**src/hdl/wrpnr_pkg.sv**
```systemverilog
// shared constants, widths, codes and types of the weighted random picker
// no dependencies; imported by every module of the block
package wrpnr_pkg;

  // sizes of the block
  localparam int MAX_ENTRIES   = 16;
  localparam int HISTORY_DEPTH = 8;
  localparam int WEIGHT_BITS   = 16;
  localparam int RANDOM_BITS   = 16;

  // fixed port widths
  localparam int OPCODE_W = 2;
  localparam int IN_W     = 16;
  localparam int STATUS_W = 3;
  localparam int INDEX_W  = 4;
  localparam int CFG_IDX_W = 1;
  localparam int CFG_W    = 4;
  localparam int RCNT_W   = 4;

  // derived widths
  localparam int ENTRY_IW = (MAX_ENTRIES > 1) ? $clog2(MAX_ENTRIES) : 1;
  localparam int CNT_W    = $clog2(MAX_ENTRIES + 1);
  localparam int SUM_W    = WEIGHT_BITS + $clog2(MAX_ENTRIES);
  localparam int HIST_IW  = (HISTORY_DEPTH > 1) ? $clog2(HISTORY_DEPTH) : 1;
  localparam int HCNT_W   = $clog2(HISTORY_DEPTH + 1);
  localparam int PROD_W   = IN_W + SUM_W;
  localparam int MASK_IW  = $clog2(IN_W);

  localparam logic [IN_W-1:0] WEIGHT_IN_MASK = IN_W'((64'd1 << WEIGHT_BITS) - 64'd1);
  localparam logic [IN_W-1:0] RANDOM_IN_MASK = IN_W'((64'd1 << RANDOM_BITS) - 64'd1);

  // opcodes
  localparam logic [OPCODE_W-1:0] OP_CLEAR  = 2'd0;
  localparam logic [OPCODE_W-1:0] OP_APPEND = 2'd1;
  localparam logic [OPCODE_W-1:0] OP_SELECT = 2'd2;

  // result status codes
  localparam logic [STATUS_W-1:0] ST_PICKED     = 3'd0;
  localparam logic [STATUS_W-1:0] ST_REJ_SKIP   = 3'd1;
  localparam logic [STATUS_W-1:0] ST_REJ_REPEAT = 3'd2;
  localparam logic [STATUS_W-1:0] ST_NONE       = 3'd3;
  localparam logic [STATUS_W-1:0] ST_DONE       = 3'd4;

  // configuration register indexes
  localparam logic [CFG_IDX_W-1:0] REG_NO_REPEAT  = 1'd0;
  localparam logic [CFG_IDX_W-1:0] REG_DROP_LEVEL = 1'd1;

  // history commands from the sequencer
  typedef struct packed {
    logic clear;
    logic push;
  } hist_ctrl_t;

endpackage

```
**src/hdl/wrpnr_wtab.sv**
```systemverilog
// weight table memory: one write port, one registered read port
// depends on wrpnr_pkg
module wrpnr_wtab (
  input  logic                                clk,
  input  logic                                wr_en,
  input  logic [wrpnr_pkg::ENTRY_IW-1:0]      wr_addr,
  input  logic [wrpnr_pkg::WEIGHT_BITS-1:0]   wr_data,
  input  logic [wrpnr_pkg::ENTRY_IW-1:0]      rd_addr,
  output logic [wrpnr_pkg::WEIGHT_BITS-1:0]   rd_data
);
  import wrpnr_pkg::*;

  logic [WEIGHT_BITS-1:0] mem [MAX_ENTRIES];
  logic [WEIGHT_BITS-1:0] rd_data_r;

  always_ff @(posedge clk) begin
    if (wr_en) begin
      mem[wr_addr] <= wr_data;
    end
    rd_data_r <= mem[rd_addr];
  end

  assign rd_data = rd_data_r;

endmodule

```
**src/hdl/wrpnr_hist.sv**
```systemverilog
// recent-pick history: ordered list, oldest at slot 0, with drop and push
// depends on wrpnr_pkg
module wrpnr_hist (
  input  logic                             clk,
  input  logic                             rst_n,
  input  wrpnr_pkg::hist_ctrl_t            ctrl,
  input  logic [wrpnr_pkg::ENTRY_IW-1:0]   push_idx,
  input  logic [wrpnr_pkg::RCNT_W-1:0]     drop_level,
  input  logic [wrpnr_pkg::HIST_IW-1:0]    rd_addr,
  output logic [wrpnr_pkg::ENTRY_IW-1:0]   rd_data,
  output logic [wrpnr_pkg::HCNT_W-1:0]     count
);
  import wrpnr_pkg::*;

  logic [ENTRY_IW-1:0] hist_r [HISTORY_DEPTH];
  logic [HCNT_W-1:0]   cnt_r, cnt_nxt;
  logic                drop_rc, drop_full, drop;
  logic [HCNT_W-1:0]   cnt_after_drop;
  logic [HIST_IW-1:0]  slot;

  // oldest entry goes when the count reached drop_level, or when full
  always_comb begin
    drop_rc        = (cnt_r != '0) && (32'(cnt_r) >= 32'(drop_level));
    drop_full      = (32'(cnt_r) >= HISTORY_DEPTH);
    drop           = drop_rc || drop_full;
    cnt_after_drop = drop ? (cnt_r - HCNT_W'(1)) : cnt_r;
    slot           = HIST_IW'(cnt_after_drop);
    cnt_nxt        = cnt_r;
    if (ctrl.clear) begin
      cnt_nxt = '0;
    end else if (ctrl.push) begin
      cnt_nxt = cnt_after_drop + HCNT_W'(1);
    end
  end

  always_ff @(posedge clk) begin
    if (!rst_n) begin
      cnt_r <= '0;
    end else begin
      cnt_r <= cnt_nxt;
    end
  end

  // each slot takes either the new pick or its upper neighbor
  always_ff @(posedge clk) begin
    if (ctrl.push && !ctrl.clear) begin
      for (int j = 0; j < HISTORY_DEPTH - 1; j++) begin
        if (HIST_IW'(j) == slot) begin
          hist_r[j] <= push_idx;
        end else if (drop) begin
          hist_r[j] <= hist_r[j+1];
        end
      end
      if (slot == HIST_IW'(HISTORY_DEPTH - 1)) begin
        hist_r[HISTORY_DEPTH-1] <= push_idx;
      end
    end
  end

  assign rd_data = hist_r[rd_addr];
  assign count   = cnt_r;

endmodule

```
**src/hdl/weighted_random_pick_no_repeat.sv**
```systemverilog
// top level of the weighted random picker: sequencer, target multiply, prefix walk
// depends on wrpnr_pkg, wrpnr_wtab and wrpnr_hist
//
// Weighted lottery picker. Clear and append words keep busy low, and the result word
// shows on the next cycle. A select word raises busy, registers the target, walks the
// prefix sums up to the picked entry and, when the avoid-repeat register is set,
// searches the recent-pick history. The select time is set by the prefix walk, which
// adds one weight per cycle from the single read port of the weight memory, and by the
// history search, which checks one slot per cycle with one comparator. Every word
// gives exactly one result word, out_strobe high for one cycle; the receiver cannot
// stall, so it must take the result in that cycle. The user must write configuration
// through cfg_we / cfg_index / cfg_wdata only while busy is low and no result is
// pending; the block itself does not enforce this.
module weighted_random_pick_no_repeat (
  input  logic                                clk,
  input  logic                                rst_n,
  input  logic                                start,
  output logic                                busy,
  input  logic [wrpnr_pkg::OPCODE_W-1:0]      in_opcode,
  input  logic [wrpnr_pkg::IN_W-1:0]          in_weight,
  input  logic [wrpnr_pkg::IN_W-1:0]          in_random_fraction,
  input  logic [wrpnr_pkg::IN_W-1:0]          in_skip_mask,
  output logic                                out_strobe,
  output logic [wrpnr_pkg::STATUS_W-1:0]      out_status,
  output logic [wrpnr_pkg::INDEX_W-1:0]       out_picked_index,
  input  logic                                cfg_we,
  input  logic [wrpnr_pkg::CFG_IDX_W-1:0]     cfg_index,
  input  logic [wrpnr_pkg::CFG_W-1:0]         cfg_wdata
);
  import wrpnr_pkg::*;

  // sequencer states
  localparam logic [1:0] S_IDLE = 2'd0;
  localparam logic [1:0] S_MUL  = 2'd1;
  localparam logic [1:0] S_WALK = 2'd2;
  localparam logic [1:0] S_SRCH = 2'd3;

  logic [1:0]            state_r, state_nxt;
  logic                  avoid_r;
  logic [RCNT_W-1:0]     repcnt_r;
  logic [CNT_W-1:0]      entry_cnt_r, entry_cnt_nxt;
  logic [SUM_W-1:0]      sum_r, sum_nxt;
  logic [IN_W-1:0]       rand_r, rand_nxt;
  logic [IN_W-1:0]       mask_r, mask_nxt;
  logic [SUM_W-1:0]      target_r, target_nxt;
  logic [SUM_W-1:0]      prefix_r, prefix_nxt;
  logic [ENTRY_IW-1:0]   idx_r, idx_nxt;
  logic [HCNT_W-1:0]     k_r, k_nxt;
  logic                  out_strobe_r, out_strobe_nxt;
  logic [STATUS_W-1:0]   out_status_r, out_status_nxt;
  logic [INDEX_W-1:0]    out_index_r, out_index_nxt;

  logic                  accept;
  logic                  wt_we;
  logic [WEIGHT_BITS-1:0] wt_wdata;
  logic [WEIGHT_BITS-1:0] wt_rdata;
  logic [PROD_W-1:0]     prod;
  logic [SUM_W-1:0]      prefix_sum;
  logic                  hit, last_entry, skip_hit;
  hist_ctrl_t            hctrl;
  logic [ENTRY_IW-1:0]   hist_rdata;
  logic [HCNT_W-1:0]     hist_cnt;

  assign accept = start && !busy;
  assign busy   = (state_r != S_IDLE);

  // appended weight, cut to the table width
  assign wt_wdata = WEIGHT_BITS'(in_weight & WEIGHT_IN_MASK);

  // target = (random * sum) >> RANDOM_BITS, registered before the walk
  assign prod = PROD_W'(rand_r) * PROD_W'(sum_r);

  // shared add and compare of the prefix walk
  assign prefix_sum = prefix_r + SUM_W'(wt_rdata);
  assign hit        = (prefix_sum >= target_r);
  assign last_entry = ((CNT_W'(idx_r) + CNT_W'(1)) == entry_cnt_r);
  // entries beyond the mask width cannot be skipped
  assign skip_hit   = (32'(idx_r) < IN_W) && mask_r[MASK_IW'(idx_r)];

  wrpnr_wtab u_wtab (
    .clk     (clk),
    .wr_en   (wt_we),
    .wr_addr (entry_cnt_r[ENTRY_IW-1:0]),
    .wr_data (wt_wdata),
    .rd_addr (idx_nxt),
    .rd_data (wt_rdata)
  );

  wrpnr_hist u_hist (
    .clk          (clk),
    .rst_n        (rst_n),
    .ctrl         (hctrl),
    .push_idx     (idx_r),
    .drop_level   (repcnt_r),
    .rd_addr      (HIST_IW'(k_r)),
    .rd_data      (hist_rdata),
    .count        (hist_cnt)
  );

  always_comb begin
    state_nxt      = state_r;
    entry_cnt_nxt  = entry_cnt_r;
    sum_nxt        = sum_r;
    rand_nxt       = rand_r;
    mask_nxt       = mask_r;
    target_nxt     = target_r;
    prefix_nxt     = prefix_r;
    idx_nxt        = idx_r;
    k_nxt          = k_r;
    out_strobe_nxt = 1'b0;
    out_status_nxt = out_status_r;
    out_index_nxt  = out_index_r;
    wt_we          = 1'b0;
    hctrl          = '0;

    case (state_r)
      S_IDLE: begin
        idx_nxt = '0;
        if (accept) begin
          case (in_opcode)
            OP_CLEAR: begin
              entry_cnt_nxt  = '0;
              sum_nxt        = '0;
              hctrl.clear    = 1'b1;
              out_strobe_nxt = 1'b1;
              out_status_nxt = ST_DONE;
              out_index_nxt  = '0;
            end
            OP_APPEND: begin
              out_strobe_nxt = 1'b1;
              out_status_nxt = ST_DONE;
              out_index_nxt  = '0;
              // a full table ignores the append
              if (32'(entry_cnt_r) < MAX_ENTRIES) begin
                wt_we         = 1'b1;
                sum_nxt       = sum_r + SUM_W'(wt_wdata);
                entry_cnt_nxt = entry_cnt_r + CNT_W'(1);
                out_index_nxt = INDEX_W'(entry_cnt_r);
              end
            end
            OP_SELECT: begin
              rand_nxt  = in_random_fraction & RANDOM_IN_MASK;
              mask_nxt  = in_skip_mask;
              state_nxt = S_MUL;
            end
            default: begin
              out_strobe_nxt = 1'b1;
              out_status_nxt = ST_DONE;
              out_index_nxt  = '0;
            end
          endcase
        end
      end
      S_MUL: begin
        target_nxt = SUM_W'(prod >> RANDOM_BITS);
        prefix_nxt = '0;
        idx_nxt    = '0;
        if (entry_cnt_r == '0) begin
          // empty table: nothing to pick, history forgotten
          hctrl.clear    = 1'b1;
          out_strobe_nxt = 1'b1;
          out_status_nxt = ST_NONE;
          out_index_nxt  = '0;
          state_nxt      = S_IDLE;
        end else begin
          state_nxt = S_WALK;
        end
      end
      S_WALK: begin
        prefix_nxt = prefix_sum;
        if (hit) begin
          out_index_nxt = INDEX_W'(idx_r);
          if (skip_hit) begin
            out_strobe_nxt = 1'b1;
            out_status_nxt = ST_REJ_SKIP;
            state_nxt      = S_IDLE;
          end else if (!avoid_r) begin
            out_strobe_nxt = 1'b1;
            out_status_nxt = ST_PICKED;
            state_nxt      = S_IDLE;
          end else begin
            k_nxt     = '0;
            state_nxt = S_SRCH;
          end
        end else if (last_entry) begin
          // target beyond the running sum of all entries
          hctrl.clear    = 1'b1;
          out_strobe_nxt = 1'b1;
          out_status_nxt = ST_NONE;
          out_index_nxt  = '0;
          state_nxt      = S_IDLE;
        end else begin
          idx_nxt = idx_r + ENTRY_IW'(1);
        end
      end
      S_SRCH: begin
        // one history slot per cycle, oldest first
        if (k_r >= hist_cnt) begin
          hctrl.push     = 1'b1;
          out_strobe_nxt = 1'b1;
          out_status_nxt = ST_PICKED;
          state_nxt      = S_IDLE;
        end else if (hist_rdata == idx_r) begin
          out_strobe_nxt = 1'b1;
          out_status_nxt = ST_REJ_REPEAT;
          state_nxt      = S_IDLE;
        end else begin
          k_nxt = k_r + HCNT_W'(1);
        end
      end
      default: begin
        state_nxt = S_IDLE;
      end
    endcase
  end

  // control state
  always_ff @(posedge clk) begin
    if (!rst_n) begin
      state_r      <= S_IDLE;
      entry_cnt_r  <= '0;
      sum_r        <= '0;
      out_strobe_r <= 1'b0;
    end else begin
      state_r      <= state_nxt;
      entry_cnt_r  <= entry_cnt_nxt;
      sum_r        <= sum_nxt;
      out_strobe_r <= out_strobe_nxt;
    end
  end

  // configuration registers
  always_ff @(posedge clk) begin
    if (!rst_n) begin
      avoid_r  <= 1'b0;
      repcnt_r <= '0;
    end else if (cfg_we) begin
      case (cfg_index)
        REG_NO_REPEAT:  avoid_r  <= cfg_wdata[0];
        REG_DROP_LEVEL: repcnt_r <= RCNT_W'(cfg_wdata);
        default: begin
        end
      endcase
    end
  end

  // payload and walk registers
  always_ff @(posedge clk) begin
    rand_r       <= rand_nxt;
    mask_r       <= mask_nxt;
    target_r     <= target_nxt;
    prefix_r     <= prefix_nxt;
    idx_r        <= idx_nxt;
    k_r          <= k_nxt;
    out_status_r <= out_status_nxt;
    out_index_r  <= out_index_nxt;
  end

  assign out_strobe       = out_strobe_r;
  assign out_status       = out_status_r;
  assign out_picked_index = out_index_r;

endmodule

```
**config.mk**
```make
export PLATFORM = sky130hd
export DESIGN_NAME = weighted_random_pick_no_repeat
export DESIGN_NICKNAME = d
export VERILOG_FILES = /design/src/hdl/wrpnr_pkg.sv /design/src/hdl/wrpnr_wtab.sv /design/src/hdl/wrpnr_hist.sv /design/src/hdl/weighted_random_pick_no_repeat.sv
export SDC_FILE = /design/constraint.sdc
export NUM_CORES = 1
export LEC_CHECK = 0
export ABC_AREA = 1
export BUFFER_PORTS_ARGS = -buffer_cell sky130_fd_sc_hd__buf_2
export CAP_MARGIN = 20
export CORE_ASPECT_RATIO = 1.2
export CORE_MARGIN = 1.5
export CORE_UTILIZATION = 36
export DETAILED_ROUTE_END_ITERATION = 12
export SLEW_MARGIN = 25
export SYNTH_ARGS = -nofsm -noshare
export SYNTH_HDL_FRONTEND = slang
export SYNTH_SLANG_ARGS = --single-unit
```
**constraint.sdc**
```tcl
create_clock -name clk -period 6.8 [get_ports clk]
set_clock_uncertainty 0.15 [all_clocks]
set_input_delay 1.36 -clock clk [delete_from_list [all_inputs] [get_ports clk]]
set_output_delay 1.36 -clock clk [all_outputs]
set_load 0.005 [all_outputs]
```
==> reports/summary.txt <==
Outcome -> finished, final reports clean
Dpl cell area -> 0.0331 mm^2
Die Span Y -> 326 um
Post-route ant nets -> 0
Die X -> 272 um
Pleak -> 16.9 nW
Worst Path Required -> 6.99 ns
Netlist cell types -> 47
Routed WL per cell -> 17.4 um
Compound-cell area share of the yosys netlist -> 5.57%
Setup ws final -> 0.304 ns
WP buf/inv -> 6
Critical Path Slowest Stage Cell -> dfxtp_1
DR vias/cell -> 4.83
Post-Synth Simple-Gate Area -> 18.1%
Sink Count -> 431
Clock root cell -> clkbuf_16
Largest family of logic cells by synthesized area -> adder cells
EDFF count, synth -> 371
Fin crit period -> 6.50 ns
Fraction of layout cells with a size suffix above 1 -> 7.26%
Core Util, Final -> 40.2%
Port bufs -> 67
Clock power frac -> 41.1%
Total wire length -> 83,100 um
Slowest stage delay, CP -> 0.82 ns
CTS Buffer Depth -> 3
Cell Area, Synth -> 0.0313 mm^2
Core area -> 0.0862 mm^2
Num ports -> 68
Fill count -> 8,590
Synth Instances -> 3,532
Predominant post-synthesis flop cell -> edfxtp_1
CTS tree -> done
Yosys top cell by area -> edfxtp_1
Synth cell count leaders -> inv_1 (817), nand2_1 (750), edfxtp_1 (371)
CP top delay family -> adder cells
Vias in the first global route -> 23,500
Slew @ Worst Pin -> 1.03 ns
Die area -> 0.0889 mm^2
Worst relative slew slack -> 30.9%
CP arrival -> 6.68 ns
First-pass GRT wire length -> 130,000 um
Overall Global Routing Usage -> 18.8%
H-tree depth -> 2
Tcrit/Tclk final -> 95.5%
Critical Path Source Type -> register
Postcts setup bufs -> 0
Post-synth ARST share -> 0%
Design area -> 0.0347 mm^2
Mapped Nets -> 4,024
Int Pwr -> 4.73 mW
Yosys top cell area share -> 35.5%
Pwr Total -> 6.44 mW
DRT iter0 DRCs -> 1,483
Dominant cells by area after synthesis -> edfxtp_1 (36%), fa_1 (16%), inv_1 (9.8%), nand2_1 (9.0%), ha_1 (7.3%)
PwrDens -> 186 mW/mm^2
Largest net degree at the start of global routing -> 83
Initial Util -> 36.4%
Final Setup Violations -> 0
Seq/Total Area, Yosys -> 39.4%
Final max-slew violation count -> 0
Worst hold path type -> register to register
Logic pwr share -> 12.9%
CP max FO -> 14
Flops & latches, synth -> 431
Total Neg Setup Slack -> 0 ns
Sw Share -> 26.5%
Worst-path clk slew -> 0.06 ns
Remaining Overflow, GRT -> 0
Most common cell in the netlist -> inv_1
HPWL after DPL -> 60,300 um
Synth-to-Final Area Change -> 10.6%
Xor/xnor share of the synthesized area -> 1.34%
Hold_buf cts -> 0
RD Place Congestion -> 0.915
Total of max-cap violations -> 0
N_diodes -> 0
Maximum VDD drop -> 0.167 mV
Synth warnings -> 0
Psw -> 1.71 mW
Sequential Power Share -> 46.0%
Synth Area per Inst -> 8.87 um^2
Ordered cell list for the critical path -> buf_4, nand2_1, inv_1, fa_1, inv_1, fa_1, fa_1, inv_1, fa_1, fa_1, inv_1, fa_1, inv_1, ha_1, nand2_1, nor2_1, nand3_1, o21ai_0, nand2_1, nand2_1, nand2_1, nand2_1, xor2_1
Vias -> 23,000
Later-pin clock latency in the skew report -> 0.60 ns
Number of cell rows -> 118
Total CTS buffers -> 47
Post-CTS Resized -> 0
Final Hold Viols -> 0
Unrepaired setup endpoints after global routing -> no
DP Worst Slack -> 0.357 ns
# DRC -> 0
Detailed-router iteration count before antenna repair -> 6
Fmax -> 0.154 GHz
Post-Synth Adder-Cell Area -> 23.3%
Initial antenna violation count -> 1
Setup CP Type -> register to register
Crit end category -> register
Mux share of post-synthesis cell area -> 0%
Final net count -> 4,075
worst register-to-register path: cells and delay by family (launching register included):
kind / cells / cell delay (ns)
XOR/XNOR: 1 / 0.07
flip-flops: 1 / 0.82
adder cells (fa/ha/maj): 7 / 3.08
buffers and inverters: 6 / 0.57
AND/OR/NAND/NOR: 8 / 1.01
AO/OA/AOI/OAI: 1 / 0.56
routing by layer:
metal / vias up / track usage, % / wire (um)
met4: 2 / 5.48 / 2230
met3: 115 / 2.25 / 3690
li1: 11200 / - / -
met2: 593 / 33.9 / 41800
met5: - / 0 / 11
met1: 11100 / 23.5 / 35300
state kept, by name, indices dropped and copies added (netlist names), 5 cells and up, named ones only:
register and cells:
target_r 20, rand_r 16, u_wtab.rd_data 16, prefix_r 20, sum_r 20, entry_cnt_r 5, mask_r 16, u_hist.hist_r 32
u_wtab.mem 256
through the flow:
step	cells	hold WS (ns)
global route	4762	0.347
floorplan	3532	0.259
global placement	4672	0.310
detailed placement	4672	0.314
CTS	4760	0.323
finish	4762	0.319
final timing paths:
| kind | from | end | slack (ns) | cells past startpoint |
|---|---|---|---|---|
| max | sum_r[10] | target_r[7] | 0.30 | 23 |
| max reg2reg | sum_r[10] | target_r[7] | 0.30 | 23 |
| min reg2reg | repcnt_r[1] | repcnt_r[1] | 0.32 | 2 |
| min | repcnt_r[1] | repcnt_r[1] | 0.32 | 2 |
cells in the final DEF (no fill, tap or decap), types with 3 or more instances in the layout:
master     count
nor4_1         3
clkbuf_16     49
edfxtp_1     371
inv_1        817
nor3_1         7
nor2_2         9
a21boi_0       3
o21ai_0      117
clkinv_2       9
xor2_1        35
fa_1         251
buf_12         3
xnor2_1       13
inv_2          4
o21ai_1        6
o32ai_1        4
dfxtp_1       60
clkinv_1       6
o211ai_1       9
o21a_1         5
a211oi_1       4
bufinv_16      4
ha_1         181
nor2_1       125
nand2_1      750
nand2_4        3
or2_2          5
o221ai_1       5
a31oi_1        8
a21oi_1      151
nand3_1      361
nand3b_1      34
buf_4         83
nand3_2        4
inv_6          5
nand2_2        4
buf_2         67
nand4_1       12
clkbuf_1      12
cell type report:
| class | instances | area (um^2) | area share, % |
|---|---|---|---|
| flip-flops and latches | 431 | 12300 | 35.6 |
| clock inverters | 25 | 282 | 0.812 |
| multi-input cells | 2126 | 15200 | 43.8 |
| well taps | 1140 | 1430 | 4.12 |
| inverters | 824 | 3100 | 8.93 |
| clock buffers | 63 | 1300 | 3.75 |
| repair buffers | 153 | 1020 | 2.94 |
logic make-up (layout without fill, tap and decap cells):
group / count (synthesis) / after routing
and+or+nand+nor: 1322 / 1322
buffers and inverters: 975 / 1065
adders and majority gates: 433 / 433
DFF: 431 / 431
AOI/OAI and AO/OA: 323 / 323
xor gates and xnor gates: 48 / 48
power by group through the flow:
stage | Clock (mW) | Combinational [mW] | Sequential [mW]
5_1_grt | 2.80 | 0.956 | 2.97
2_1_floorplan | 0 | 0.583 | 2.99
4_1_cts | 2.70 | 0.832 | 2.97
3_5_place_dp | 0 | 0.825 | 3.02
6_report | 2.65 | 0.830 | 2.97
3_3_place_gp | 0 | 0.811 | 3.02
Note: power is estimated with default switching activity, not from simulation.
